<file path="config.mk">
export PLATFORM = sky130hd
export DESIGN_NAME = sbus_frame_decoder
export DESIGN_NICKNAME = d
export VERILOG_FILES = /design/src/rtl/sbus_fd_pkg.sv /design/src/rtl/sbus_frame_decoder.sv /design/src/rtl/sbus_fd_collect.sv /design/src/rtl/sbus_fd_scale.sv
export SDC_FILE = /design/constraint.sdc
export NUM_CORES = 2
export LEC_CHECK = 0
export BUFFER_PORTS_ARGS = -buffer_cell sky130_fd_sc_hd__buf_4
export CORE_MARGIN = 3
export CORE_UTILIZATION = 39
export DETAILED_ROUTE_END_ITERATION = 8
export MAX_ROUTING_LAYER = met4
export PLACE_DENSITY_LB_ADDON = 0.15
export SYNTH_ARGS = -nofsm -noshare
export SYNTH_HDL_FRONTEND = slang
export SYNTH_HIERARCHICAL = 1
export SYNTH_SLANG_ARGS = --single-unit
</file>
<file path="constraint.sdc">
create_clock -name aclk -period 15.3 [get_ports aclk]
set_clock_uncertainty 0.2 [all_clocks]
set_input_delay 1.53 -clock aclk [delete_from_list [all_inputs] [get_ports aclk]]
set_output_delay 1.53 -clock aclk [all_outputs]
set_load 0.01 [all_outputs]
</file>
<file path="src/rtl/sbus_fd_pkg.sv">
// ----------------------------------------------------------------------------
// SBUS frame decoder package
// Shared types and constants for the SBUS frame decoder.
// ----------------------------------------------------------------------------
package sbus_fd_pkg;

    localparam int NUM_CHAN    = 6;
    localparam int NUM_SW      = 4;
    localparam int CHAN_W      = 11;
    localparam int SW_W        = 2;
    localparam int STORE_LEN   = 23;
    localparam int STORE_AW    = 5;
    localparam int IDX_W       = 5;

    localparam logic [7:0] START_BYTE = 8'h0F;
    localparam logic [7:0] END_BYTE   = 8'h00;

    localparam logic [IDX_W-1:0] IDX_FIRST = 5'd0;
    localparam logic [IDX_W-1:0] IDX_LAST  = 5'd24;
    localparam logic [IDX_W-1:0] IDX_IDLE  = 5'd25;

    localparam int FLAG_BYTE = 22;
    localparam int LOST_BIT  = 2;
    localparam int FS_BIT    = 3;

    localparam logic [SW_W-1:0] SW_LOW  = 2'b01;
    localparam logic [SW_W-1:0] SW_MID  = 2'b00;
    localparam logic [SW_W-1:0] SW_HIGH = 2'b11;

    localparam logic [CHAN_W-1:0] RAW_MID = 11'h400;

    localparam int SCALE_MUL   = 1320;
    localparam int ROUND_ADD   = 783;
    localparam int DIV_POS     = 1566;
    localparam int DIV_NEG     = 1568;
    localparam int RECIP_SHIFT = 21;
    localparam int NUM_W       = 21;
    localparam int MAG_W       = 12;
    localparam int QUO_W       = 10;
    localparam int RECIP_W     = 11;
    localparam int DIV_W       = 11;
    localparam int PROD_W      = 32;

    localparam logic [RECIP_W-1:0] RECIP_POS = RECIP_W'((2 ** RECIP_SHIFT) / DIV_POS);
    localparam logic [RECIP_W-1:0] RECIP_NEG = RECIP_W'((2 ** RECIP_SHIFT) / DIV_NEG);

    localparam int MAX_SCALED = 862;

    typedef logic signed [CHAN_W-1:0] chan_t;
    typedef logic signed [SW_W-1:0]   sw_t;

    typedef struct packed {
        chan_t [NUM_CHAN-1:0] chan;
        sw_t   [NUM_SW-1:0]   sw;
        logic                 lost;
        logic                 fs;
    } frame_t;

    typedef struct packed {
        sw_t [NUM_SW-1:0] sw;
        logic             lost;
        logic             fs;
        logic             map_en;
    } side_t;

    typedef struct packed {
        logic s2;
        logic s3;
    } pipe_en_t;

endpackage

</file>
<file path="src/rtl/sbus_frame_decoder.sv">
// ----------------------------------------------------------------------------
// SBUS frame decoder
// Decodes 25-byte SBUS frames into six stick/knob channels, four switch
// positions and the lost-frame and failsafe flags.
// ----------------------------------------------------------------------------
// Usage:
// - s_ channel: one frame byte per item, s_frame_start on byte 0. Bytes
//   are taken at one per cycle while the result pipeline has room.
// - m_ channel: one item per good frame (start byte 0x0F, end byte 0x00);
//   bad frames and stray bytes give nothing.
// - cfg channel: cfg_map_enable selects scaling of channels 0 to 5 by 660/783
//   or 660/784, up to +/-862; cfg_ready is always high. Write it only while the block is idle.
// - Pipeline: the frame is latched on the edge that accepts byte 24, then it
//   passes the numerator, reciprocal multiply and result register stages;
//   m_valid comes from the result register.
// - Throughput: one byte per cycle while s_ready is high.
// - Stall: with m_ready low the four stages fill, then s_ready drops until
//   the result is taken.
// - Reset: byte counter goes idle awaiting a frame start, pipeline empties,
//   map enable returns to 1.
// ----------------------------------------------------------------------------
module sbus_frame_decoder (
    input  logic                aclk,
    input  logic                aresetn,
    input  logic                s_valid,
    output logic                s_ready,
    input  logic [7:0]          s_data_byte,
    input  logic                s_frame_start,
    input  logic                cfg_valid,
    output logic                cfg_ready,
    input  logic                cfg_map_enable,
    output logic                m_valid,
    input  logic                m_ready,
    output sbus_fd_pkg::chan_t  m_chan0,
    output sbus_fd_pkg::chan_t  m_chan1,
    output sbus_fd_pkg::chan_t  m_chan2,
    output sbus_fd_pkg::chan_t  m_chan3,
    output sbus_fd_pkg::chan_t  m_chan4,
    output sbus_fd_pkg::chan_t  m_chan5,
    output sbus_fd_pkg::sw_t    m_switch0,
    output sbus_fd_pkg::sw_t    m_switch1,
    output sbus_fd_pkg::sw_t    m_switch2,
    output sbus_fd_pkg::sw_t    m_switch3,
    output logic                m_lost_frame,
    output logic                m_fail_safe
);

    logic                  map_en_reg;
    logic                  fire;
    logic                  frame_done;
    sbus_fd_pkg::frame_t   frame;

    logic                  v1_reg;
    logic                  v2_reg;
    logic                  v3_reg;
    logic                  v4_reg;
    logic                  rdy1;
    logic                  rdy2;
    logic                  rdy3;
    logic                  rdy4;

    sbus_fd_pkg::chan_t    chan1_reg [sbus_fd_pkg::NUM_CHAN];
    sbus_fd_pkg::side_t    side1_reg;
    sbus_fd_pkg::side_t    side2_reg;
    sbus_fd_pkg::side_t    side3_reg;
    sbus_fd_pkg::pipe_en_t pipe_en;

    sbus_fd_pkg::chan_t    raw3   [sbus_fd_pkg::NUM_CHAN];
    sbus_fd_pkg::chan_t    scaled [sbus_fd_pkg::NUM_CHAN];
    logic                  scale_ok;

    sbus_fd_pkg::chan_t    chan_out_reg [sbus_fd_pkg::NUM_CHAN];
    sbus_fd_pkg::sw_t      sw_out_reg   [sbus_fd_pkg::NUM_SW];
    logic                  lost_out_reg;
    logic                  fs_out_reg;

    assign cfg_ready = 1'b1;

    always_ff @(posedge aclk) begin
        if (!aresetn) begin
            map_en_reg <= 1'b1;
        end else if (cfg_valid) begin
            map_en_reg <= cfg_map_enable;
        end
    end

    assign rdy4    = !v4_reg || m_ready;
    assign rdy3    = !v3_reg || rdy4;
    assign rdy2    = !v2_reg || rdy3;
    assign rdy1    = !v1_reg || rdy2;
    assign s_ready = rdy1;
    assign fire    = s_valid && rdy1;

    sbus_fd_collect u_collect (
        .aclk        (aclk),
        .aresetn     (aresetn),
        .fire        (fire),
        .data_byte   (s_data_byte),
        .frame_start (s_frame_start),
        .done        (frame_done),
        .frame       (frame)
    );

    always_ff @(posedge aclk) begin
        if (!aresetn) begin
            v1_reg <= 1'b0;
            v2_reg <= 1'b0;
            v3_reg <= 1'b0;
            v4_reg <= 1'b0;
        end else begin
            if (rdy1) begin
                v1_reg <= frame_done;
            end
            if (rdy2) begin
                v2_reg <= v1_reg;
            end
            if (rdy3) begin
                v3_reg <= v2_reg;
            end
            if (rdy4) begin
                v4_reg <= v3_reg;
            end
        end
    end

    always_ff @(posedge aclk) begin
        if (frame_done) begin
            for (int i = 0; i < sbus_fd_pkg::NUM_CHAN; i++) begin
                chan1_reg[i] <= frame.chan[i];
            end
            side1_reg.sw     <= frame.sw;
            side1_reg.lost   <= frame.lost;
            side1_reg.fs     <= frame.fs;
            side1_reg.map_en <= map_en_reg;
        end
        if (pipe_en.s2) begin
            side2_reg <= side1_reg;
        end
        if (pipe_en.s3) begin
            side3_reg <= side2_reg;
        end
    end

    assign pipe_en.s2 = rdy2 && v1_reg;
    assign pipe_en.s3 = rdy3 && v2_reg;

    for (genvar g = 0; g < sbus_fd_pkg::NUM_CHAN; g++) begin : g_scale
        sbus_fd_scale u_scale (
            .aclk       (aclk),
            .en         (pipe_en),
            .chan_in    (chan1_reg[g]),
            .raw_out    (raw3[g]),
            .scaled_out (scaled[g])
        );
    end

    always_comb begin
        scale_ok = 1'b1;
        for (int i = 0; i < sbus_fd_pkg::NUM_CHAN; i++) begin
            if (scaled[i] > sbus_fd_pkg::chan_t'(sbus_fd_pkg::MAX_SCALED) ||
                scaled[i] < sbus_fd_pkg::chan_t'(-sbus_fd_pkg::MAX_SCALED) ||
                (raw3[i] > 0 && scaled[i] < 0) || (raw3[i] < 0 && scaled[i] > 0)) begin
                scale_ok = 1'b0;
            end
        end
    end

    always_ff @(posedge aclk) begin
        if (rdy4 && v3_reg) begin
            for (int i = 0; i < sbus_fd_pkg::NUM_CHAN; i++) begin
                chan_out_reg[i] <= side3_reg.map_en ? scaled[i] : raw3[i];
            end
            for (int s = 0; s < sbus_fd_pkg::NUM_SW; s++) begin
                sw_out_reg[s] <= side3_reg.sw[s];
            end
            lost_out_reg <= side3_reg.lost;
            fs_out_reg   <= side3_reg.fs;
        end
    end

    assign m_valid      = v4_reg;
    assign m_chan0      = chan_out_reg[0];
    assign m_chan1      = chan_out_reg[1];
    assign m_chan2      = chan_out_reg[2];
    assign m_chan3      = chan_out_reg[3];
    assign m_chan4      = chan_out_reg[4];
    assign m_chan5      = chan_out_reg[5];
    assign m_switch0    = sw_out_reg[0];
    assign m_switch1    = sw_out_reg[1];
    assign m_switch2    = sw_out_reg[2];
    assign m_switch3    = sw_out_reg[3];
    assign m_lost_frame = lost_out_reg;
    assign m_fail_safe  = fs_out_reg;

    a_done_enters_pipe: assert property (@(posedge aclk) disable iff (!aresetn)
        frame_done |=> v1_reg)
        else $error("completed frame did not enter the pipeline");

    a_result_from_pipe: assert property (@(posedge aclk) disable iff (!aresetn)
        $rose(m_valid) |-> $past(v3_reg))
        else $error("result appeared without a frame in the last stage");

    a_scale_range: assert property (@(posedge aclk) disable iff (!aresetn)
        (v3_reg && side3_reg.map_en) |-> scale_ok)
        else $error("scaled channel out of range or wrong sign");

endmodule

</file>
<file path="src/rtl/sbus_fd_collect.sv">
// ----------------------------------------------------------------------------
// SBUS frame collector
// Counts frame bytes, keeps bytes 1 to 23, checks start and end bytes and
// presents the unpacked frame when a good frame completes.
// ----------------------------------------------------------------------------
module sbus_fd_collect (
    input  logic                 aclk,
    input  logic                 aresetn,
    input  logic                 fire,
    input  logic [7:0]           data_byte,
    input  logic                 frame_start,
    output logic                 done,
    output sbus_fd_pkg::frame_t  frame
);

    logic [sbus_fd_pkg::IDX_W-1:0]    byte_index_reg;
    logic [sbus_fd_pkg::IDX_W-1:0]    byte_index_next;
    logic                             start_ok_reg;
    logic [7:0]                       store_reg [sbus_fd_pkg::STORE_LEN];
    logic [sbus_fd_pkg::STORE_AW-1:0] wr_addr;
    logic                             wr_en;
    logic                             start_wr;
    logic [sbus_fd_pkg::STORE_LEN*8-1:0] payload;
    logic [sbus_fd_pkg::CHAN_W-1:0]   raw;

    always_comb begin
        byte_index_next = byte_index_reg;
        wr_en           = 1'b0;
        start_wr        = 1'b0;
        done            = 1'b0;
        wr_addr         = sbus_fd_pkg::STORE_AW'(byte_index_reg - 5'd1);
        if (fire) begin
            if (frame_start || byte_index_reg == sbus_fd_pkg::IDX_FIRST) begin
                start_wr        = 1'b1;
                byte_index_next = 5'd1;
            end else if (byte_index_reg < sbus_fd_pkg::IDX_LAST) begin
                wr_en           = 1'b1;
                byte_index_next = byte_index_reg + 5'd1;
            end else if (byte_index_reg == sbus_fd_pkg::IDX_LAST) begin
                byte_index_next = sbus_fd_pkg::IDX_IDLE;
                done = start_ok_reg && (data_byte == sbus_fd_pkg::END_BYTE);
            end
        end
    end

    always_ff @(posedge aclk) begin
        if (!aresetn) begin
            byte_index_reg <= sbus_fd_pkg::IDX_IDLE;
        end else begin
            byte_index_reg <= byte_index_next;
        end
    end

    always_ff @(posedge aclk) begin
        if (start_wr) begin
            start_ok_reg <= (data_byte == sbus_fd_pkg::START_BYTE);
        end
        if (wr_en) begin
            store_reg[wr_addr] <= data_byte;
        end
    end

    // payload bit p lives in frame byte 1 + p/8
    always_comb begin
        for (int b = 0; b < sbus_fd_pkg::STORE_LEN; b++) begin
            payload[b*8 +: 8] = store_reg[b];
        end
        for (int n = 0; n < sbus_fd_pkg::NUM_CHAN; n++) begin
            raw           = payload[n*sbus_fd_pkg::CHAN_W +: sbus_fd_pkg::CHAN_W];
            frame.chan[n] = {~raw[10], raw[9:0]};
        end
        for (int s = 0; s < sbus_fd_pkg::NUM_SW; s++) begin
            raw = payload[(s + sbus_fd_pkg::NUM_CHAN)*sbus_fd_pkg::CHAN_W +:
                          sbus_fd_pkg::CHAN_W];
            if (!raw[10]) begin
                frame.sw[s] = sbus_fd_pkg::SW_LOW;
            end else if (raw == sbus_fd_pkg::RAW_MID) begin
                frame.sw[s] = sbus_fd_pkg::SW_MID;
            end else begin
                frame.sw[s] = sbus_fd_pkg::SW_HIGH;
            end
        end
        frame.lost = store_reg[sbus_fd_pkg::FLAG_BYTE][sbus_fd_pkg::LOST_BIT];
        frame.fs   = store_reg[sbus_fd_pkg::FLAG_BYTE][sbus_fd_pkg::FS_BIT];
    end

endmodule

</file>
<file path="src/rtl/sbus_fd_scale.sv">
// ----------------------------------------------------------------------------
// SBUS channel scaler
// Two-stage rounded scaling of one centred channel: 660/783 for positive
// values, 660/784 for negative ones, by reciprocal multiply and correction.
// ----------------------------------------------------------------------------
module sbus_fd_scale (
    input  logic                  aclk,
    input  sbus_fd_pkg::pipe_en_t en,
    input  sbus_fd_pkg::chan_t    chan_in,
    output sbus_fd_pkg::chan_t    raw_out,
    output sbus_fd_pkg::chan_t    scaled_out
);

    logic [sbus_fd_pkg::MAG_W-1:0]   ext;
    logic [sbus_fd_pkg::MAG_W-1:0]   mag;
    logic [sbus_fd_pkg::NUM_W-1:0]   num_next;
    logic [sbus_fd_pkg::NUM_W-1:0]   num2_reg;
    logic                            neg2_reg;
    sbus_fd_pkg::chan_t              raw2_reg;

    logic [sbus_fd_pkg::RECIP_W-1:0] recip;
    logic [sbus_fd_pkg::PROD_W-1:0]  prod;
    logic [sbus_fd_pkg::QUO_W-1:0]   quo3_reg;
    logic [sbus_fd_pkg::NUM_W-1:0]   num3_reg;
    logic                            neg3_reg;
    sbus_fd_pkg::chan_t              raw3_reg;

    logic [sbus_fd_pkg::DIV_W-1:0]   div;
    logic [sbus_fd_pkg::NUM_W-1:0]   rem;
    logic [sbus_fd_pkg::QUO_W-1:0]   quo;

    // numerator 1320*|v| + 783; positive side floor(num / 1566), negative side -floor(num / 1568)
    always_comb begin
        ext      = {chan_in[sbus_fd_pkg::CHAN_W-1], chan_in};
        mag      = chan_in[sbus_fd_pkg::CHAN_W-1] ? (12'd0 - ext) : ext;
        num_next = sbus_fd_pkg::NUM_W'(32'(mag) * sbus_fd_pkg::SCALE_MUL
                                       + sbus_fd_pkg::ROUND_ADD);
    end

    always_ff @(posedge aclk) begin
        if (en.s2) begin
            num2_reg <= num_next;
            neg2_reg <= chan_in[sbus_fd_pkg::CHAN_W-1];
            raw2_reg <= chan_in;
        end
    end

    always_comb begin
        recip = neg2_reg ? sbus_fd_pkg::RECIP_NEG : sbus_fd_pkg::RECIP_POS;
        prod  = sbus_fd_pkg::PROD_W'(num2_reg) * sbus_fd_pkg::PROD_W'(recip);
    end

    always_ff @(posedge aclk) begin
        if (en.s3) begin
            quo3_reg <= prod[sbus_fd_pkg::RECIP_SHIFT +: sbus_fd_pkg::QUO_W];
            num3_reg <= num2_reg;
            neg3_reg <= neg2_reg;
            raw3_reg <= raw2_reg;
        end
    end

    // estimate is exact or one low
    always_comb begin
        div = neg3_reg ? sbus_fd_pkg::DIV_W'(sbus_fd_pkg::DIV_NEG)
                       : sbus_fd_pkg::DIV_W'(sbus_fd_pkg::DIV_POS);
        rem = num3_reg - sbus_fd_pkg::NUM_W'(32'(quo3_reg) * 32'(div));
        quo = quo3_reg + sbus_fd_pkg::QUO_W'(rem >= sbus_fd_pkg::NUM_W'(div));
        scaled_out = neg3_reg ? sbus_fd_pkg::chan_t'(11'd0 - {1'b0, quo})
                              : sbus_fd_pkg::chan_t'({1'b0, quo});
        raw_out    = raw3_reg;
    end

endmodule

</file>
## Word-level counts from Yosys, hierarchy flattened

Memories as Yosys holds them, arrays and structs flattened. A register that Yosys moved wholly into a read port is not among the register bits.
Index checks and enable logic that the tools add are counted.
W data, S select, Z words.

- Bits of input ports: 15
- ROM bits: 0
- Register bits: 500
- Output and inout port bits: 79
- Bits in writable memories: 324
- Logic and storage cells: 213
- Memories: 4
- Bits in latches: 0

Memory list:

| name | words | width | read ports | clocked after memory_dff | write ports | RTL line | source |
|---|---|---|---|---|---|---|---|
| u_collect.store_reg | 23 | 8 | 15 | 1 | 1 | sbus_fd_collect.sv:19 | `logic [7:0] store_reg [sbus_fd_pkg::STORE_LEN];` |
| chan1_reg | 6 | 11 | 6 | 0 | 6 | sbus_frame_decoder.sv:62 | `sbus_fd_pkg::chan_t chan1_reg [sbus_fd_pkg::NUM_CHAN];` |
| chan_out_reg | 6 | 11 | 6 | 0 | 6 | sbus_frame_decoder.sv:72 | `sbus_fd_pkg::chan_t chan_out_reg [sbus_fd_pkg::NUM_CHAN];` |
| sw_out_reg | 4 | 2 | 4 | 0 | 4 | sbus_frame_decoder.sv:73 | `sbus_fd_pkg::sw_t sw_out_reg [sbus_fd_pkg::NUM_SW];` |

- $lt $le $gt $ge: 7
- Add/sub/neg operators: 32
- Mux-type cells: 52
- Divide/modulo/power cells: 0
- Reductions and logical operators: 18
- Bitwise gates (word level): 6
- Eq/ne operators: 6
- Shifts and indexed selects: 0
- $mul: 18

Operator list:

| cell | number |
|---|---|
| $mul A21 B11 Y31 | 6 |
| $mux W11 | 12 |
| $add A21 B10 Y21 const B | 6 |
| $ge A21 B11 Y1 | 6 |
| $mul A10 B11 Y21 | 6 |
| $sub A21 B21 Y21 | 6 |
| $mul A12 B8 Y18 const B | 6 |
| $mux W12 | 6 |
| $sub A1 B11 Y12 const A | 6 |
| $sub A1 B10 Y11 const A | 6 |
| $add A10 B1 Y10 | 6 |
| $eq A11 B11 Y1 const B | 4 |
| $mux W6 | 6 |
| $mux W2 | 10 |
| $mux W1 | 15 |
| $mux W5 | 3 |
| $eq A8 B4 Y1 const B | 1 |
| $logic_not A8 Y1 | 1 |
| $not A1 Y1 | 6 |
| $add A5 B1 Y5 const B | 1 |
| $eq A5 B5 Y1 const B | 1 |
| $logic_and A1 B1 Y1 | 5 |
| $logic_not A5 Y1 | 1 |
| $logic_or A1 B1 Y1 | 5 |
| 5 further kinds | 8 |

## Logic depth before layout (Yosys ltp)

- Depth in word-level cells: 9
- Depth in mapped cells: 35
- Depth with buffers taken out: 34

## Modules after synthesis

The synthesis kept the hierarchy.

By module, submodules not included:

| module | seq. area each (sq um) | area an instance (sq um) | instances | cells an instance |
|---|---|---|---|---|
| sbus_fd_scale (g_scale[1].u_scale ...) | 2042.0 | 11691.2 | 2 | 1138 |
| sbus_fd_scale (g_scale[5].u_scale) | 2042.0 | 11664.9 | 1 | 1156 |
| sbus_fd_scale (g_scale[0].u_scale) | 2042.0 | 11659.9 | 1 | 1123 |
| sbus_fd_scale (g_scale[3].u_scale) | 2042.0 | 11531.1 | 1 | 1117 |
| sbus_fd_scale (g_scale[4].u_scale) | 2042.0 | 11497.3 | 1 | 1109 |
| sbus_frame_decoder | 5355.1 | 6432.4 | 1 | 270 |
| sbus_fd_collect | 3493.4 | 4684.5 | 1 | 287 |

## Least setup slack after synthesis

OpenSTA, ideal clock, no wires.

- Kind: input port to flip-flop
- From: input port m_ready
- To: register g_scale[0].u_scale.neg3_reg, enable pin
- Required time: 14216 ps
- Slack: 1720 ps
- Cell stages on the path: 2
- Path buffers: 0
- Setup time: 884 ps
- Arrival time: 12496 ps
- Cells stage by stage: and3b_1 -> nor2b_1

RTL lines:

| what | RTL line | source |
|---|---|---|
| from (decl) | sbus_frame_decoder.sv:33 | `input logic m_ready,` |
| to (signal assigned) | sbus_fd_scale.sv:57 | `neg3_reg <= neg2_reg;` |
| to (decl) | sbus_fd_scale.sv:25 | `logic neg3_reg;` |

==> metrics.cfg <==
[synthesis]
seq_area_frac_synth_pct=26.1
synthArstFlopShare_pct=0
ys_seq_elements=706
syn_avg_cell_area_um2=11.0
netlist_area_mm2=0.0809
yosysWarnings=6
synth_cell_type_count=131
synth_edf_count=696
yosys_most_used_dff=edfxtp_1
synthCells=7338

[cts]
htree_levels=3
path_clk_slew_ns=0.06
cts_hold_buf=0
cts_sinks=706
clockRootBuffer=clkbuf_16
clockBufferDepth=3
clock_latency_ns=0.69
cts_setup_buffers=0
cts_made_buffers=89
cts_resized=0
tritoncts=done

[route]
maxUsedRoutingLayer=met4
first_pass_iters=5
via_per_inst=4.85
num_vias=49355
wl_per_cell_um=16.8
wirelength_met1_mm=81.5
wl_met2_mm=81.6
drtIter0Drc=2015
drc_errors=0
wirelength_mm=171
final_antenna_net_count=0
route.met3.wl_mm=4.46

[cells_and_area]
fin_cells=10186
nets=9757
fin_util_pct=42.5
syn_to_final_growth_pct=8.00
nFillCells=19580
final_area_mm2=0.0873
drive_gt1_share_pct=6.15
largest_reg_flops=112

[global_route]
grt_use_total_pct=17.2
overflow=0
antenna_found_initial=3
grt_pass1_vias=53614
grt_pass1_wl_mm=286
grt_max_degree=124

[worst_setup_path]
critPathArrivalTime_ns=8.89
cp-end-kind=register
path_buf_inv=5
crit_path_start_kind=register
cp_top_family=adder cells
critPathMaxFanout=25
cpMaxStageDelayCell=edfxtp_1
max_stage_delay_ns=0.70
crit_type=register to register
required_ns=15.53

[die]
ios=94
die_w_um=461
die-area_mm2=0.213
core_area_mm2=0.205
initial_core_util_pct=39.4
die_height_um=461
rows=166

[pwr]
swShare_pct=22.0
p_leak_nw=41.2
switching_power_mw=0.977
power.density_mw_per_mm2=50.8
power.total_mw=4.44
p_int_mw=3.46
clkPwrFrac_pct=49.2
p_seq_share_pct=47.4
combPwrFrac_pct=3.4
irDropWorstVdd_mv=0.0860

[placed_design]
postPlaceCellArea_mm2=0.0843
port_buffers=92
detailed_place_hpwl_mm=139
post-place-ws_ns=6.59
place.gp.congestion=0.859
dp_cells=10017

[sta]
relSlewSlack_pct=24.5
hold_ws_ns=0.212
finalCritPeriodShare_pct=56.6
final.setup.tns_ns=0
rsz0062_at_grt=false
setup_ws_ns=6.64
tightestPinTransition_ns=1.13
fmax_mhz=115
final_max_slew_viol_count=0
setup_viol=0
fin_crit_ns=8.66
hold_viol=0

[flow_run]
cap_viol_max_count=0

[status]
outcome=complete, no violations

[worst_hold_path]
hp-class=register to register

-- cells in the mapped netlist (10+ instances only) --
cell / count / area, um^2
nor2_1: 314 / 1180
dfxtp_1: 10 / 200
ha_1: 1446 / 18100
buf_4: 69 / 518
o211ai_1: 18 / 135
o31a_1: 12 / 105
nor3_1: 62 / 310
clkbuf_1: 42 / 158
or2_2: 14 / 87.6
nor4_1: 23 / 144
and2_1: 34 / 213
inv_1: 1663 / 6240
nand4_1: 49 / 307
a31oi_1: 43 / 269
nor3b_1: 11 / 82.6
xor2_1: 154 / 1350
a21o_1: 81 / 608
or3_1: 15 / 93.8
o21ai_1: 35 / 175
o41ai_1: 13 / 114
mux2_4: 42 / 631
nor2b_1: 37 / 231
a211oi_1: 43 / 323
xnor2_1: 345 / 3020
buf_6: 12 / 135
a21oi_1: 182 / 911
edfxtp_1: 696 / 20900
o21ai_0: 145 / 726
conb_1: 13 / 48.8
o31ai_1: 18 / 135
mux2_2: 43 / 484
mux2i_1: 10 / 100
o21a_1: 37 / 278
and3_1: 21 / 131
nand2_1: 262 / 983
and4_1: 10 / 87.6
nand2b_1: 44 / 275
a21boi_0: 12 / 90.1
nand3_1: 96 / 480
o21bai_1: 28 / 210
fa_1: 876 / 17500
-- metal layers --
layer	vias up	track usage [%]
met5	-	-
met4	0	3.76
met2	430	28.4
li1	24390	-
met3	167	1.90
met1	24368	22.9
-- final timing paths --
kind	start	end	slack [ns]	depth (start not counted)
setup / recovery	g_scale[2].u_scale/neg3_reg$_DFFE_PP_	chan_out_reg[2][9]$_DFFE_PP_	6.64	31
setup reg to reg	g_scale[2].u_scale/neg3_reg$_DFFE_PP_	chan_out_reg[2][9]$_DFFE_PP_	6.64	31
hold / removal	g_scale[2].u_scale/raw2_reg[9]$_DFFE_PP_	g_scale[2].u_scale/raw_out[9]$_DFFE_PP_	0.21	0
hold reg to reg	g_scale[2].u_scale/raw2_reg[9]$_DFFE_PP_	g_scale[2].u_scale/raw_out[9]$_DFFE_PP_	0.21	0
-- cell families (layout without fill, tap and decap cells) --
group                    count (synthesis)  count (layout)  synth area share [%]
buffers and inverters                 1797            1936                  8.80
AO/OA/AOI/OAI                          817             817                  6.93
XOR/XNOR                               513             513                  5.76
other                                   13              34                0.0604
AND/OR/NAND/NOR                       1073            1073                  6.75
multiplexers                            97              97                  1.53
adder cells (fa/ha/maj)               2322            2322                  44.1
flip-flops                             706             706                  26.1
-- worst register-to-register path, delay by kind of cell (launching register included) --
kind / cells / cell delay, ns
buffers and inverters: 5 / 0.71
XOR/XNOR: 1 / 0.09
AO/OA/AOI/OAI: 8 / 1.43
adder cells (fa/ha/maj): 8 / 3.46
flip-flops: 1 / 0.70
multiplexers: 2 / 0.66
AND/OR/NAND/NOR: 7 / 1.17
-- power by group through the flow --
stage / Sequential [mW] / Combinational (mW) / Clock [mW]
2_1_floorplan: 2.14 / 0.114 / 0
3_3_place_gp: 2.14 / 0.151 / 0
3_5_place_dp: 2.14 / 0.153 / 0
4_1_cts: 2.10 / 0.154 / 2.26
5_1_grt: 2.10 / 0.173 / 2.35
6_report: 2.10 / 0.153 / 2.18
-- layout make-up --
cell class / instances / area, um^2 / share of cell area [%]
clock inverter: 68 / 737 / 0.844
timing repair buffer: 107 / 816 / 0.934
multi-input combinational: 4853 / 52700 / 60.4
clock buffer: 98 / 2320 / 2.66
antenna: 3 / 7.51 / 0.00860
inverter: 1663 / 6240 / 7.15
sequential: 706 / 21100 / 24.2
tap: 2688 / 3360 / 3.85
-- cells in the final DEF, fill, tap and decap left out, types with 42 or more instances in the layout --
cell       synthesis  routed
fa_1             876     876
a31oi_1           43      43
nand3_1           96      96
xnor2_1          345     345
mux2_2            43      43
nand2b_1          44      44
inv_1           1663    1663
xor2_1           154     154
nand2_1          262     262
a211oi_1          43      43
clkbuf_16          0      92
nand4_1           49      49
buf_4             69     106
a21oi_1          182     182
o21ai_0          145     145
edfxtp_1         696     696
nor3_1            62      62
a21o_1            81      81
mux2_4            42      42
ha_1            1446    1446
nor2_1           314     314
Power figures use the tool's default switching activity.
